## src/hdl/gdd_pkg.sv

```systemverilog
// ----------------------------------------------------------------------------
// gdd_pkg
// Shared widths, constants and the month table for the Gregorian day
// distance pipeline.
// ----------------------------------------------------------------------------
package gdd_pkg;

    // field widths
    localparam int unsigned YEAR_W  = 14;
    localparam int unsigned MONTH_W = 4;
    localparam int unsigned DAY_W   = 5;
    localparam int unsigned DIST_W  = 22;

    // internal widths
    localparam int unsigned DOY_W    = 9;   // day of year, up to 397
    localparam int unsigned SERIAL_W = 23;  // serial day number of one date

    // calendar constants
    localparam logic [8:0]         DAYS_PER_YEAR = 9'd365;
    localparam logic [MONTH_W-1:0] MONTH_MARCH   = 4'd3;

    // divide by 25 through a reciprocal multiply: q = (x * DIV25_MUL) >> DIV25_SHIFT
    // exact for every x below 2^14
    localparam int unsigned        DIV25_SHIFT = 17;
    localparam logic [12:0]        DIV25_MUL   = 13'd5243;
    localparam logic [4:0]         DIV25_BASE  = 5'd25;

    // saturation limit of the result field
    localparam logic [DIST_W-1:0] DIST_MAX = {DIST_W{1'b1}};

    // days in the months before month m of a common year
    function automatic logic [DOY_W-1:0] months_before(input logic [MONTH_W-1:0] m);
        logic [DOY_W-1:0] days;
        case (m)
            4'd0:    days = 9'd0;
            4'd1:    days = 9'd0;
            4'd2:    days = 9'd31;
            4'd3:    days = 9'd59;
            4'd4:    days = 9'd90;
            4'd5:    days = 9'd120;
            4'd6:    days = 9'd151;
            4'd7:    days = 9'd181;
            4'd8:    days = 9'd212;
            4'd9:    days = 9'd243;
            4'd10:   days = 9'd273;
            4'd11:   days = 9'd304;
            4'd12:   days = 9'd334;
            default: days = 9'd365;
        endcase
        return days;
    endfunction

endpackage

```

## src/hdl/gdd_ifs.sv

```systemverilog
// ----------------------------------------------------------------------------
// gdd_ifs
// Valid/ready channels of the day distance block: the date pair request
// channel and the distance result channel.
// ----------------------------------------------------------------------------
interface gdd_dates_if
    import gdd_pkg::*;
();
    logic               valid;
    logic               ready;
    logic [YEAR_W-1:0]  first_year;
    logic [MONTH_W-1:0] first_month;
    logic [DAY_W-1:0]   first_day;
    logic [YEAR_W-1:0]  second_year;
    logic [MONTH_W-1:0] second_month;
    logic [DAY_W-1:0]   second_day;

    modport source (
        output valid, first_year, first_month, first_day,
               second_year, second_month, second_day,
        input  ready
    );

    modport sink (
        input  valid, first_year, first_month, first_day,
               second_year, second_month, second_day,
        output ready
    );
endinterface

interface gdd_dist_if
    import gdd_pkg::*;
();
    logic              valid;
    logic              ready;
    logic [DIST_W-1:0] day_distance;

    modport source (
        output valid, day_distance,
        input  ready
    );

    modport sink (
        input  valid, day_distance,
        output ready
    );
endinterface

```

## src/hdl/gregorian_date_difference.sv

```systemverilog
// ----------------------------------------------------------------------------
// gregorian_date_difference
// Absolute number of days between two proleptic Gregorian dates.
// Pipeline: five register stages, s1 to s5, with the result taken from s5.
// Throughput: one request per cycle while the result channel is not stalled;
// each stage has its own valid bit, so a bubble is filled even while the
// output is stalled.
// Reset: rst_n clears all stage valid bits; the payload is not reset.
// ----------------------------------------------------------------------------
module gregorian_date_difference
    import gdd_pkg::*;
(
    input  logic        clk,
    input  logic        rst_n,
    gdd_dates_if.sink   dates,
    gdd_dist_if.source  result
);

    localparam int unsigned LANES = 2;

    // lane view of the request
    logic [YEAR_W-1:0]  in_year  [LANES];
    logic [MONTH_W-1:0] in_month [LANES];
    logic [DAY_W-1:0]   in_day   [LANES];

    assign in_year[0]  = dates.first_year;
    assign in_month[0] = dates.first_month;
    assign in_day[0]   = dates.first_day;
    assign in_year[1]  = dates.second_year;
    assign in_month[1] = dates.second_month;
    assign in_day[1]   = dates.second_day;

    // stage valid bits and per-stage ready
    logic v1_reg, v2_reg, v3_reg, v4_reg, v5_reg;
    logic v1_next, v2_next, v3_next, v4_next, v5_next;
    logic rdy1, rdy2, rdy3, rdy4, rdy5;

    assign rdy5 = !v5_reg || result.ready;
    assign rdy4 = !v4_reg || rdy5;
    assign rdy3 = !v3_reg || rdy4;
    assign rdy2 = !v2_reg || rdy3;
    assign rdy1 = !v1_reg || rdy2;

    assign dates.ready = rdy1;

    // stage 1: constant products and day-of-year base
    logic [YEAR_W-1:0]   s1_year_reg    [LANES];
    logic [SERIAL_W-1:0] s1_y365_reg    [LANES];
    logic [12:0]         s1_q4_reg      [LANES];
    logic [25:0]         s1_p100_reg    [LANES];
    logic [23:0]         s1_p400_reg    [LANES];
    logic [26:0]         s1_p25_reg     [LANES];
    logic [DOY_W-1:0]    s1_doy_reg     [LANES];
    logic                s1_late_reg    [LANES];

    logic [YEAR_W-1:0]   s1_year_next   [LANES];
    logic [SERIAL_W-1:0] s1_y365_next   [LANES];
    logic [12:0]         s1_q4_next     [LANES];
    logic [25:0]         s1_p100_next   [LANES];
    logic [23:0]         s1_p400_next   [LANES];
    logic [26:0]         s1_p25_next    [LANES];
    logic [DOY_W-1:0]    s1_doy_next    [LANES];
    logic                s1_late_next   [LANES];

    logic [YEAR_W:0]     y_p3   [LANES];
    logic [YEAR_W:0]     y_p99  [LANES];
    logic [YEAR_W:0]     y_p399 [LANES];

    always_comb
    begin
        for (int i = 0; i < LANES; i++)
        begin
            y_p3[i]   = {1'b0, in_year[i]} + 15'd3;
            y_p99[i]  = {1'b0, in_year[i]} + 15'd99;
            y_p399[i] = {1'b0, in_year[i]} + 15'd399;

            s1_year_next[i] = in_year[i];
            s1_y365_next[i] = SERIAL_W'(in_year[i]) * SERIAL_W'(DAYS_PER_YEAR);
            s1_q4_next[i]   = y_p3[i][YEAR_W:2];
            // (y + 99) / 100 = ((y + 99) >> 2) / 25
            s1_p100_next[i] = 26'(y_p99[i][YEAR_W:2]) * 26'(DIV25_MUL);
            // (y + 399) / 400 = ((y + 399) >> 4) / 25
            s1_p400_next[i] = 24'(y_p399[i][YEAR_W:4]) * 24'(DIV25_MUL);
            // y / 25 for the century test
            s1_p25_next[i]  = 27'(in_year[i]) * 27'(DIV25_MUL);
            s1_doy_next[i]  = months_before(in_month[i]) + DOY_W'(in_day[i]);
            s1_late_next[i] = (in_month[i] >= MONTH_MARCH);
        end
    end

    // stage 2: quotients, leap year and days before the year
    logic [SERIAL_W-1:0] s2_dby_reg  [LANES];
    logic [DOY_W-1:0]    s2_doy_reg  [LANES];
    logic [SERIAL_W-1:0] s2_dby_next [LANES];
    logic [DOY_W-1:0]    s2_doy_next [LANES];

    logic [7:0]          q100  [LANES];
    logic [6:0]          q400  [LANES];
    logic [9:0]          q25   [LANES];
    logic [YEAR_W:0]     q25x  [LANES];
    logic                by25  [LANES];
    logic                leap  [LANES];

    always_comb
    begin
        for (int i = 0; i < LANES; i++)
        begin
            q100[i] = s1_p100_reg[i][DIV25_SHIFT+7:DIV25_SHIFT];
            q400[i] = s1_p400_reg[i][DIV25_SHIFT+6:DIV25_SHIFT];
            q25[i]  = s1_p25_reg[i][DIV25_SHIFT+9:DIV25_SHIFT];
            q25x[i] = 15'(q25[i]) * 15'(DIV25_BASE);
            by25[i] = (q25x[i] == {1'b0, s1_year_reg[i]});
            // divisible by 4, and either not by 100 or also by 400
            leap[i] = (s1_year_reg[i][1:0] == 2'b00)
                      && (!by25[i] || (s1_year_reg[i][3:0] == 4'b0000));
            s2_dby_next[i] = s1_y365_reg[i] + SERIAL_W'(s1_q4_reg[i])
                             - SERIAL_W'(q100[i]) + SERIAL_W'(q400[i]);
            s2_doy_next[i] = s1_doy_reg[i] + DOY_W'(s1_late_reg[i] && leap[i]);
        end
    end

    // stage 3: serial day numbers
    logic [SERIAL_W-1:0] s3_serial_reg  [LANES];
    logic [SERIAL_W-1:0] s3_serial_next [LANES];

    always_comb
    begin
        for (int i = 0; i < LANES; i++)
        begin
            s3_serial_next[i] = s2_dby_reg[i] + SERIAL_W'(s2_doy_reg[i]);
        end
    end

    // stage 4: signed difference
    logic [SERIAL_W:0] s4_diff_reg;
    logic [SERIAL_W:0] s4_diff_next;

    assign s4_diff_next = {1'b0, s3_serial_reg[0]} - {1'b0, s3_serial_reg[1]};

    // stage 5: magnitude and saturation into the output register
    logic [DIST_W-1:0]   s5_dist_reg;
    logic [DIST_W-1:0]   s5_dist_next;
    logic [SERIAL_W:0]   diff_neg;
    logic [SERIAL_W-1:0] mag;

    always_comb
    begin
        diff_neg = -s4_diff_reg;
        mag      = s4_diff_reg[SERIAL_W] ? diff_neg[SERIAL_W-1:0]
                                         : s4_diff_reg[SERIAL_W-1:0];
        if (mag > SERIAL_W'(DIST_MAX))
        begin
            s5_dist_next = DIST_MAX;
        end
        else
        begin
            s5_dist_next = mag[DIST_W-1:0];
        end
    end

    // valid bits move with the data
    always_comb
    begin
        v1_next = rdy1 ? dates.valid : v1_reg;
        v2_next = rdy2 ? v1_reg      : v2_reg;
        v3_next = rdy3 ? v2_reg      : v3_reg;
        v4_next = rdy4 ? v3_reg      : v4_reg;
        v5_next = rdy5 ? v4_reg      : v5_reg;
    end

    always_ff @(posedge clk or negedge rst_n)
    begin
        if (!rst_n)
        begin
            v1_reg <= 1'b0;
            v2_reg <= 1'b0;
            v3_reg <= 1'b0;
            v4_reg <= 1'b0;
            v5_reg <= 1'b0;
        end
        else
        begin
            v1_reg <= v1_next;
            v2_reg <= v2_next;
            v3_reg <= v3_next;
            v4_reg <= v4_next;
            v5_reg <= v5_next;
        end
    end

    // payload registers, loaded when a stage takes a new request
    always_ff @(posedge clk)
    begin
        for (int i = 0; i < LANES; i++)
        begin
            if (rdy1 && dates.valid)
            begin
                s1_year_reg[i] <= s1_year_next[i];
                s1_y365_reg[i] <= s1_y365_next[i];
                s1_q4_reg[i]   <= s1_q4_next[i];
                s1_p100_reg[i] <= s1_p100_next[i];
                s1_p400_reg[i] <= s1_p400_next[i];
                s1_p25_reg[i]  <= s1_p25_next[i];
                s1_doy_reg[i]  <= s1_doy_next[i];
                s1_late_reg[i] <= s1_late_next[i];
            end
            if (rdy2 && v1_reg)
            begin
                s2_dby_reg[i] <= s2_dby_next[i];
                s2_doy_reg[i] <= s2_doy_next[i];
            end
            if (rdy3 && v2_reg)
            begin
                s3_serial_reg[i] <= s3_serial_next[i];
            end
        end
        if (rdy4 && v3_reg)
        begin
            s4_diff_reg <= s4_diff_next;
        end
        if (rdy5 && v4_reg)
        begin
            s5_dist_reg <= s5_dist_next;
        end
    end

    // result channel
    assign result.valid        = v5_reg;
    assign result.day_distance = s5_dist_reg;

    // checks
    logic [4:0] occ_vec;
    logic       in_acc;
    logic       out_acc;

    assign occ_vec = {v1_reg, v2_reg, v3_reg, v4_reg, v5_reg};
    assign in_acc  = dates.valid && dates.ready;
    assign out_acc = result.valid && result.ready;

    // occupancy follows accepted requests minus delivered results
    assert property (@(posedge clk) disable iff (!rst_n)
        $past(rst_n) |->
        ($countones(occ_vec) == $past($countones(occ_vec))
                                + int'($past(in_acc)) - int'($past(out_acc))))
        else $error("pipeline occupancy does not match handshakes");

    // the request side only stalls when every stage holds a request
    assert property (@(posedge clk) disable iff (!rst_n)
        !dates.ready |-> (occ_vec == 5'b11111))
        else $error("request stalled with a free pipeline stage");

    // a stalled result stage keeps its request
    assert property (@(posedge clk) disable iff (!rst_n)
        (v5_reg && !result.ready) |=> v5_reg)
        else $error("result dropped while stalled");

endmodule
```

## src/flat_wrapper.sv

```systemverilog
// flat-port wrapper written by rule: the top's interface ports become plain ports
module gregorian_date_difference_flat import gdd_pkg::*;
  (clk, rst_n, dates_valid, dates_first_year, dates_first_month, dates_first_day, dates_second_year, dates_second_month, dates_second_day, dates_ready, result_valid, result_day_distance, result_ready);
  gdd_dates_if dates_i ();
  gdd_dist_if result_i ();
  input  logic clk;
  input  logic rst_n;
  input wire logic [$bits(dates_i.valid)-1:0] dates_valid;
  input wire logic [$bits(dates_i.first_year)-1:0] dates_first_year;
  input wire logic [$bits(dates_i.first_month)-1:0] dates_first_month;
  input wire logic [$bits(dates_i.first_day)-1:0] dates_first_day;
  input wire logic [$bits(dates_i.second_year)-1:0] dates_second_year;
  input wire logic [$bits(dates_i.second_month)-1:0] dates_second_month;
  input wire logic [$bits(dates_i.second_day)-1:0] dates_second_day;
  output wire logic [$bits(dates_i.ready)-1:0] dates_ready;
  output wire logic [$bits(result_i.valid)-1:0] result_valid;
  output wire logic [$bits(result_i.day_distance)-1:0] result_day_distance;
  input wire logic [$bits(result_i.ready)-1:0] result_ready;
  assign dates_i.valid = dates_valid;
  assign dates_i.first_year = dates_first_year;
  assign dates_i.first_month = dates_first_month;
  assign dates_i.first_day = dates_first_day;
  assign dates_i.second_year = dates_second_year;
  assign dates_i.second_month = dates_second_month;
  assign dates_i.second_day = dates_second_day;
  assign dates_ready = dates_i.ready;
  assign result_valid = result_i.valid;
  assign result_day_distance = result_i.day_distance;
  assign result_i.ready = result_ready;
  gregorian_date_difference u_core (.clk(clk), .rst_n(rst_n), .dates(dates_i), .result(result_i));
endmodule
```

## config.mk

```make
export PLATFORM = sky130hd
export DESIGN_NAME = gregorian_date_difference_flat
export DESIGN_NICKNAME = d
export VERILOG_FILES = /design/src/hdl/gdd_pkg.sv /design/src/hdl/gdd_ifs.sv /design/src/hdl/gregorian_date_difference.sv /design/src/flat_wrapper.sv
export SDC_FILE = /design/constraint.sdc
export NUM_CORES = 2
export LEC_CHECK = 0
export BUFFER_PORTS_ARGS = -buffer_cell sky130_fd_sc_hd__buf_2
export CELL_PAD_IN_SITES_DETAIL_PLACEMENT = 1
export CELL_PAD_IN_SITES_GLOBAL_PLACEMENT = 2
export CORE_UTILIZATION = 30
export DETAILED_ROUTE_END_ITERATION = 8
export GPL_ROUTABILITY_DRIVEN = 0
export HOLD_SLACK_MARGIN = 0.02
export PLACE_DENSITY_LB_ADDON = 0.1
export SETUP_SLACK_MARGIN = 0.15
export SYNTH_ARGS = -nofsm -noshare
export SYNTH_HDL_FRONTEND = slang
export SYNTH_SLANG_ARGS = --single-unit
```

## constraint.sdc

```tcl
create_clock -name clk -period 11.1 [get_ports clk]
set_input_delay 2.22 -clock clk [delete_from_list [all_inputs] [get_ports clk]]
set_output_delay 2.22 -clock clk [all_outputs]
set_load 0.02 [all_outputs]
```

# --- Yosys cells after proc, flatten, opt, wreduce, memory -nomap -nowiden ---
# Memory sizes are Yosys's and may differ from the RTL's.
# Cells that the tools add are included.
word_totals:
  word_cells: 89
  register_bits: 51
  output_inout_bits: 24
  mem_bits_rw: 384
  memories: 13
  inputBits: 50
  romBits: 288
mem_list:
  columns: ["memory", "words", "width", "read_ports", "rd_clocked_by_memory_dff", "wr", "line", "text"]
  rows:
  - ["(no name shown)", 16, 9, 1, 0, 0, "gdd_pkg.sv:34", "case (m)"]
  - ["(no name shown)", 16, 9, 1, 0, 0, "gdd_pkg.sv:34", null]
  - ["u_core.s1_p25_reg", 2, 27, 2, 0, 2, "gregorian_date_difference.sv:52", "logic [26:0] s1_p25_reg [LANES];"]
  - ["u_core.s1_p100_reg", 2, 26, 2, 0, 2, "gregorian_date_difference.sv:50", "logic [25:0] s1_p100_reg [LANES];"]
  - ["u_core.s1_p400_reg", 2, 24, 2, 0, 2, "gregorian_date_difference.sv:51", "logic [23:0] s1_p400_reg [LANES];"]
  - ["u_core.s1_y365_reg", 2, 23, 2, 0, 2, "gregorian_date_difference.sv:48", "logic [SERIAL_W-1:0] s1_y365_reg [LANES];"]
  - ["+7 memories", null, null, null, null, null, null, null]
classes:
  n_lt_le_gt_ge: 3
  n_mul: 10
  add_sub_neg: 20
  mux: 7
  reduce_logical: 27
  eq_ne: 2
ops:
  columns: ["operator", "count"]
  rows:
  - ["$mul 14x13->27 const B", 2]
  - ["$mul 13x13->26 const B", 2]
  - ["$mul 11x13->24 const B", 2]
  - ["$add 23x13->23", 2]
  - ["$add 23x7->23", 2]
  - ["$add 23x9->23", 2]
  - ["$mul 14x9->23 const B", 2]
  - ["$sub 23x8->23", 2]
  - ["$add 14x2->15 const B", 2]
  - ["$add 14x7->15 const B", 2]
  - ["$add 14x9->15 const B", 2]
  - ["$eq 15x14->1", 2]
  - ["$mul 10x5->15 const B", 2]
  - ["$sub 23x23->24", 1]
  - ["$gt 23x22->1 const B", 1]
  - ["$mux 23", 1]
  - ["$neg 23->23", 1]
  - ["$add 9x1->9", 2]
  - ["$add 9x5->9", 2]
  - ["$logic_and 1x1->1", 9]
  - ["$ge 4x2->1 const B", 2]
  - ["$logic_not 4->1", 2]
  - ["$logic_not 1->1", 7]
  - ["$logic_or 1x1->1", 7]
  - ["other kinds (2)", 8]

# --- Longest topological paths before layout ---
depth:
  depth_word: 9
  mapped_depth: 28
  depth_no_buf: 28

# --- Least setup slack after synthesis ---
# Ideal clock, no wire load.
synth_timing:
  kind: "input to register"
  start: "in dates_first_year[1]"
  end: "mem u_core.s1_p100_reg[0][23] (data pin)"
  stages: 27
  path_buffers: 0
  slack_ns: 2.877
  required_ns: 10.842
  setup_ns: 0.258
  arrival_ns: 7.965
  path_cell_list: "inv_1 -> ha_1 -> nor2b_1 -> a21oi_1 -> o21bai_1 -> and2_1 -> nand2_1 -> xnor2_1 -> inv_1 -> fa_1 -> ha_1 -> inv_1 -> fa_1 -> inv_1 -> fa_1 -> inv_1 -> fa_1 -> inv_1 -> ha_1 -> nand2_1 -> a2111oi_0 -> o211ai_1 -> nand3_1 -> and3_1 -> o21a_1 -> nor2_1 -> xnor2_1"
synth_rtl:
  columns: ["element", "line", "text"]
  rows:
  - ["start, declared", "flat_wrapper.sv:9", "input wire logic [$bits(dates_i.first_year)-1:0] dates_first_year;"]
  - ["end, declared", "gregorian_date_difference.sv:50", null]

==> flow_summary.toml <==
[status]
status = "finished clean"

[worst_setup_path]
setup.worst_path.end_class = "flop"
timing.reg2reg.worst_path_depth = 16
crit_cells = 28
setup.reg_to_reg.worst_slack_ns = 6.29
critical_path.most_common_cell = "inv_1"
crit_startpoint = "dates_first_year[1]"
critical_path.max_stage_delay_ns = 0.59
critPathRequiredTime_ns = 11.45
worst_path_max_delay_cell = "a2111oi_0"
number_of_buffer_and_inverter_instances_along_the_worst_setup_path = 7
worstSetupPathType = "in2reg"
setup.worst_path.start_class = "primary input"
rr_startpoint = "u_core.s1_p25_reg[0][19]"
arrival_ns = 9.41
worstPathMaxFanout = 8
rr_endpoint = "u_core.s2_doy_reg[0][8]"
cell_class_contributing_the_biggest_share_of_worst_path_delay = "adder cells"
worst_setup_path_endpoint = "u_core.s1_p100_reg[0][23]"

[clock_tree]
cts_post_setup_buffers_inserted = 0
clock_pin_transition_on_the_worst_setup_and_hold_timing_paths_ns = 0.05
cts_inserted_buffers = 45
hold_buffers = 0
cts-htree-levels = 2
clockBufferDepth = 3
root_buffer_cell = "clkbuf_16"
ctsResizeCount = 0
insertion_delay_ns = 0.63
cts_tree = "yes"
cts_num_sinks = 327

[logic_synthesis]
synth_cell_type_count = 84
number_of_synthesized_flops_with_an_enable_pin = 322
mapped_cell_area_mm2 = 0.0425
synthesis.instances = 4057
ys_seq_elements = 327
yosys-top-cells-count = "inv_1, ha_1, fa_1"
syn_avg_cell_area_um2 = 10.5
synth.yosys.seq_area_share_pct = 23.0
ys_top_cells_by_area = "ha_1, edfxtp_1, fa_1"
async_reset_ff_share_pct = 1.53
ys_warn_count = 0
synth.net_count = 5419
ys_dominant_reg_cell = "edfxtp_1"
count_leader_synth = "inv_1"
synth_largest_area_cell = "ha_1"
synth_top_area_share_pct = 25.5

[finish]
layout_stage_area_growth_over_the_synthesis_result_pct = 10.1
stdcell_area_mm2 = 0.0468
finalNonFillerCells = 6094
nets_finish = 5543
share_of_final_layout_standard_cells_stronger_than_drive_strength_1_pct = 5.15

[placed_design]
placed_cell_area_mm2 = 0.0453
hpwlAfterDp_mm = 94.1
numPlacedInstances = 6010
io_buffers = 73

[floorplanning]
core_mm2 = 0.140
top_ports = 74
die_height_um = 379
fp.dieW_um = 379
num_rows = 137
initial_utilization_pct = 30.4
design.die.area_mm2 = 0.143

[power]
p_leak_nw = 22.9
powerDensity_mw_per_mm2 = 326
worst_ir_drop_vdd_mv = 0.171

[sta]
totalNegativeSetupSlack_ns = 0
report.final.setup_viol = 0
worst_slew_pin_slew_ns = 1.12
period_share_pct = 81.7
fmax_mhz = 110
fin_worst_skew_ns = 0.0442
final_max_slew_viol_count = 0
rsz_0062_raised_after_global_routing = "no"
relative_slew_slack_pct = 25.5
finalHoldViolCount = 0
final.min_clock_period_ns = 9.07

[grt]
largest_net_degree_at_the_start_of_global_routing = 65
grt_overflow_total = 0
grt_pass1_wl_mm = 176
grt_antenna_before_repair = 1
gr-usage-all-layers_pct = 15.9
vias_in_the_first_global_route = 30700

[drt]
avgViaCountPerCell = 4.47
antenna_left = 0
detail_route.wl_per_cell_um = 17.8
drt_wl_total_mm = 109
drc = 0
first_iter_violations = 804
first_pass_iters = 5
vias = 27200

[run]
drv_cap = 0

[min_path]
hold_path.class = "reg2reg"
[power by group]
| part | internal (mW) | switching [mW] | leakage (nW) |
|---|---|---|---|
| Clock | 0.868 | 0.611 | 0.719 |
| Sequential | 2.30 | 0.328 | 3.16 |
| Combinational | 4.84 | 6.34 | 19.0 |
| Total | 8.00 | 7.28 | 22.9 |
[kinds of logic (layout without fill, tap and decap cells)]
| kind of cell | count (synthesis) | in the layout | synth area share (%) |
|---|---|---|---|
| buffers and inverters | 1001 | 1160 | 8.84 |
| multiplexers | 14 | 14 | 0.335 |
| AO/OA/AOI/OAI | 494 | 494 | 7.99 |
| adder cells (fa/ha/maj) | 1312 | 1312 | 46.5 |
| flip-flops | 327 | 327 | 23.0 |
| other | 0 | 2 | 0 |
| XOR/XNOR | 312 | 312 | 6.42 |
| AND/OR/NAND/NOR | 597 | 597 | 6.92 |
[area by class of cell]
class	count	area [um^2]
Antenna cell	2	5.00
Fill cell	15700	93200
Tap cell	1876	2350
Clock inverter	31	340
Inverter	988	3710
Multi-Input combinational cell	2729	29000
Clock buffer	51	1150
Timing Repair Buffer	90	493
Sequential cell	327	9790
[worst reg2reg max path: stages, from the launching register on]
cell	delay, ns
edfxtp_1	0.45
ha_1	0.33
ha_1	0.32
fa_1	0.47
ha_1	0.35
a21o_1	0.20
a21o_1	0.20
a21o_1	0.20
a2111oi_0	0.46
a211oi_1	0.13
mux2i_1	0.14
nor4bb_1	0.14
a21oi_1	0.31
ha_1	0.30
ha_1	0.26
nand4_1	0.13
xnor2_1	0.18
[cells in the final DEF (no fill, tap or decap), drive strengths merged, types with 22 or more instances in the layout]
master  netlist  final
ha          866    866
edfxtp      322    322
buf           2     90
nor3         48     48
xnor2       223    223
o21a         36     36
nand4        22     22
clkbuf       11     51
nand3        64     64
xor2         89     89
nand2b       36     36
o21ai        94     94
a21oi       132    132
nor2b        36     36
fa          446    446
inv         988    993
nand2       135    135
nor2        151    151
a21o         52     52
a211oi       28     28
[routing by layer]
metal	up-vias	wire (um)	share of wire (%)	track usage (%)
li1	13600	-	-	-
met1	13400	53900	50	22.1
met5	-	0	0	0
met2	199	50400	46	26.7
met3	82	2400	2.2	1.75
met4	0	1950	1.8	3.17
[worst min path at each step]
stage / from / endpoint / slack [ns] / cells after the start
finish: u_core.v1_reg / u_core.v2_reg / 0.49 / 1
global placement: u_core.v2_reg / u_core.v3_reg / 0.48 / 1
global route: u_core.v1_reg / u_core.v2_reg / 0.52 / 1
floorplan: u_core.v2_reg / u_core.v3_reg / 0.45 / 1
CTS: u_core.v1_reg / u_core.v2_reg / 0.50 / 1
detailed placement: u_core.v2_reg / u_core.v3_reg / 0.48 / 1
[through the flow]
step | hold slack [ns] | power (mW) | setup slack, ns | utilization, %
2_1_floorplan | 0.448 | 11.0 | 2.88 | -
4_1_cts | 0.499 | 15.8 | 1.96 | 33.4
3_3_place_gp | 0.478 | 14.1 | 1.45 | 32.4
3_5_place_dp | 0.483 | 14.1 | 1.34 | 32.4
5_1_grt | 0.519 | 17.4 | 1.24 | 33.4
6_report | 0.491 | 15.3 | 2.03 | 33.4
Note: power is estimated with default switching activity, not from simulation.
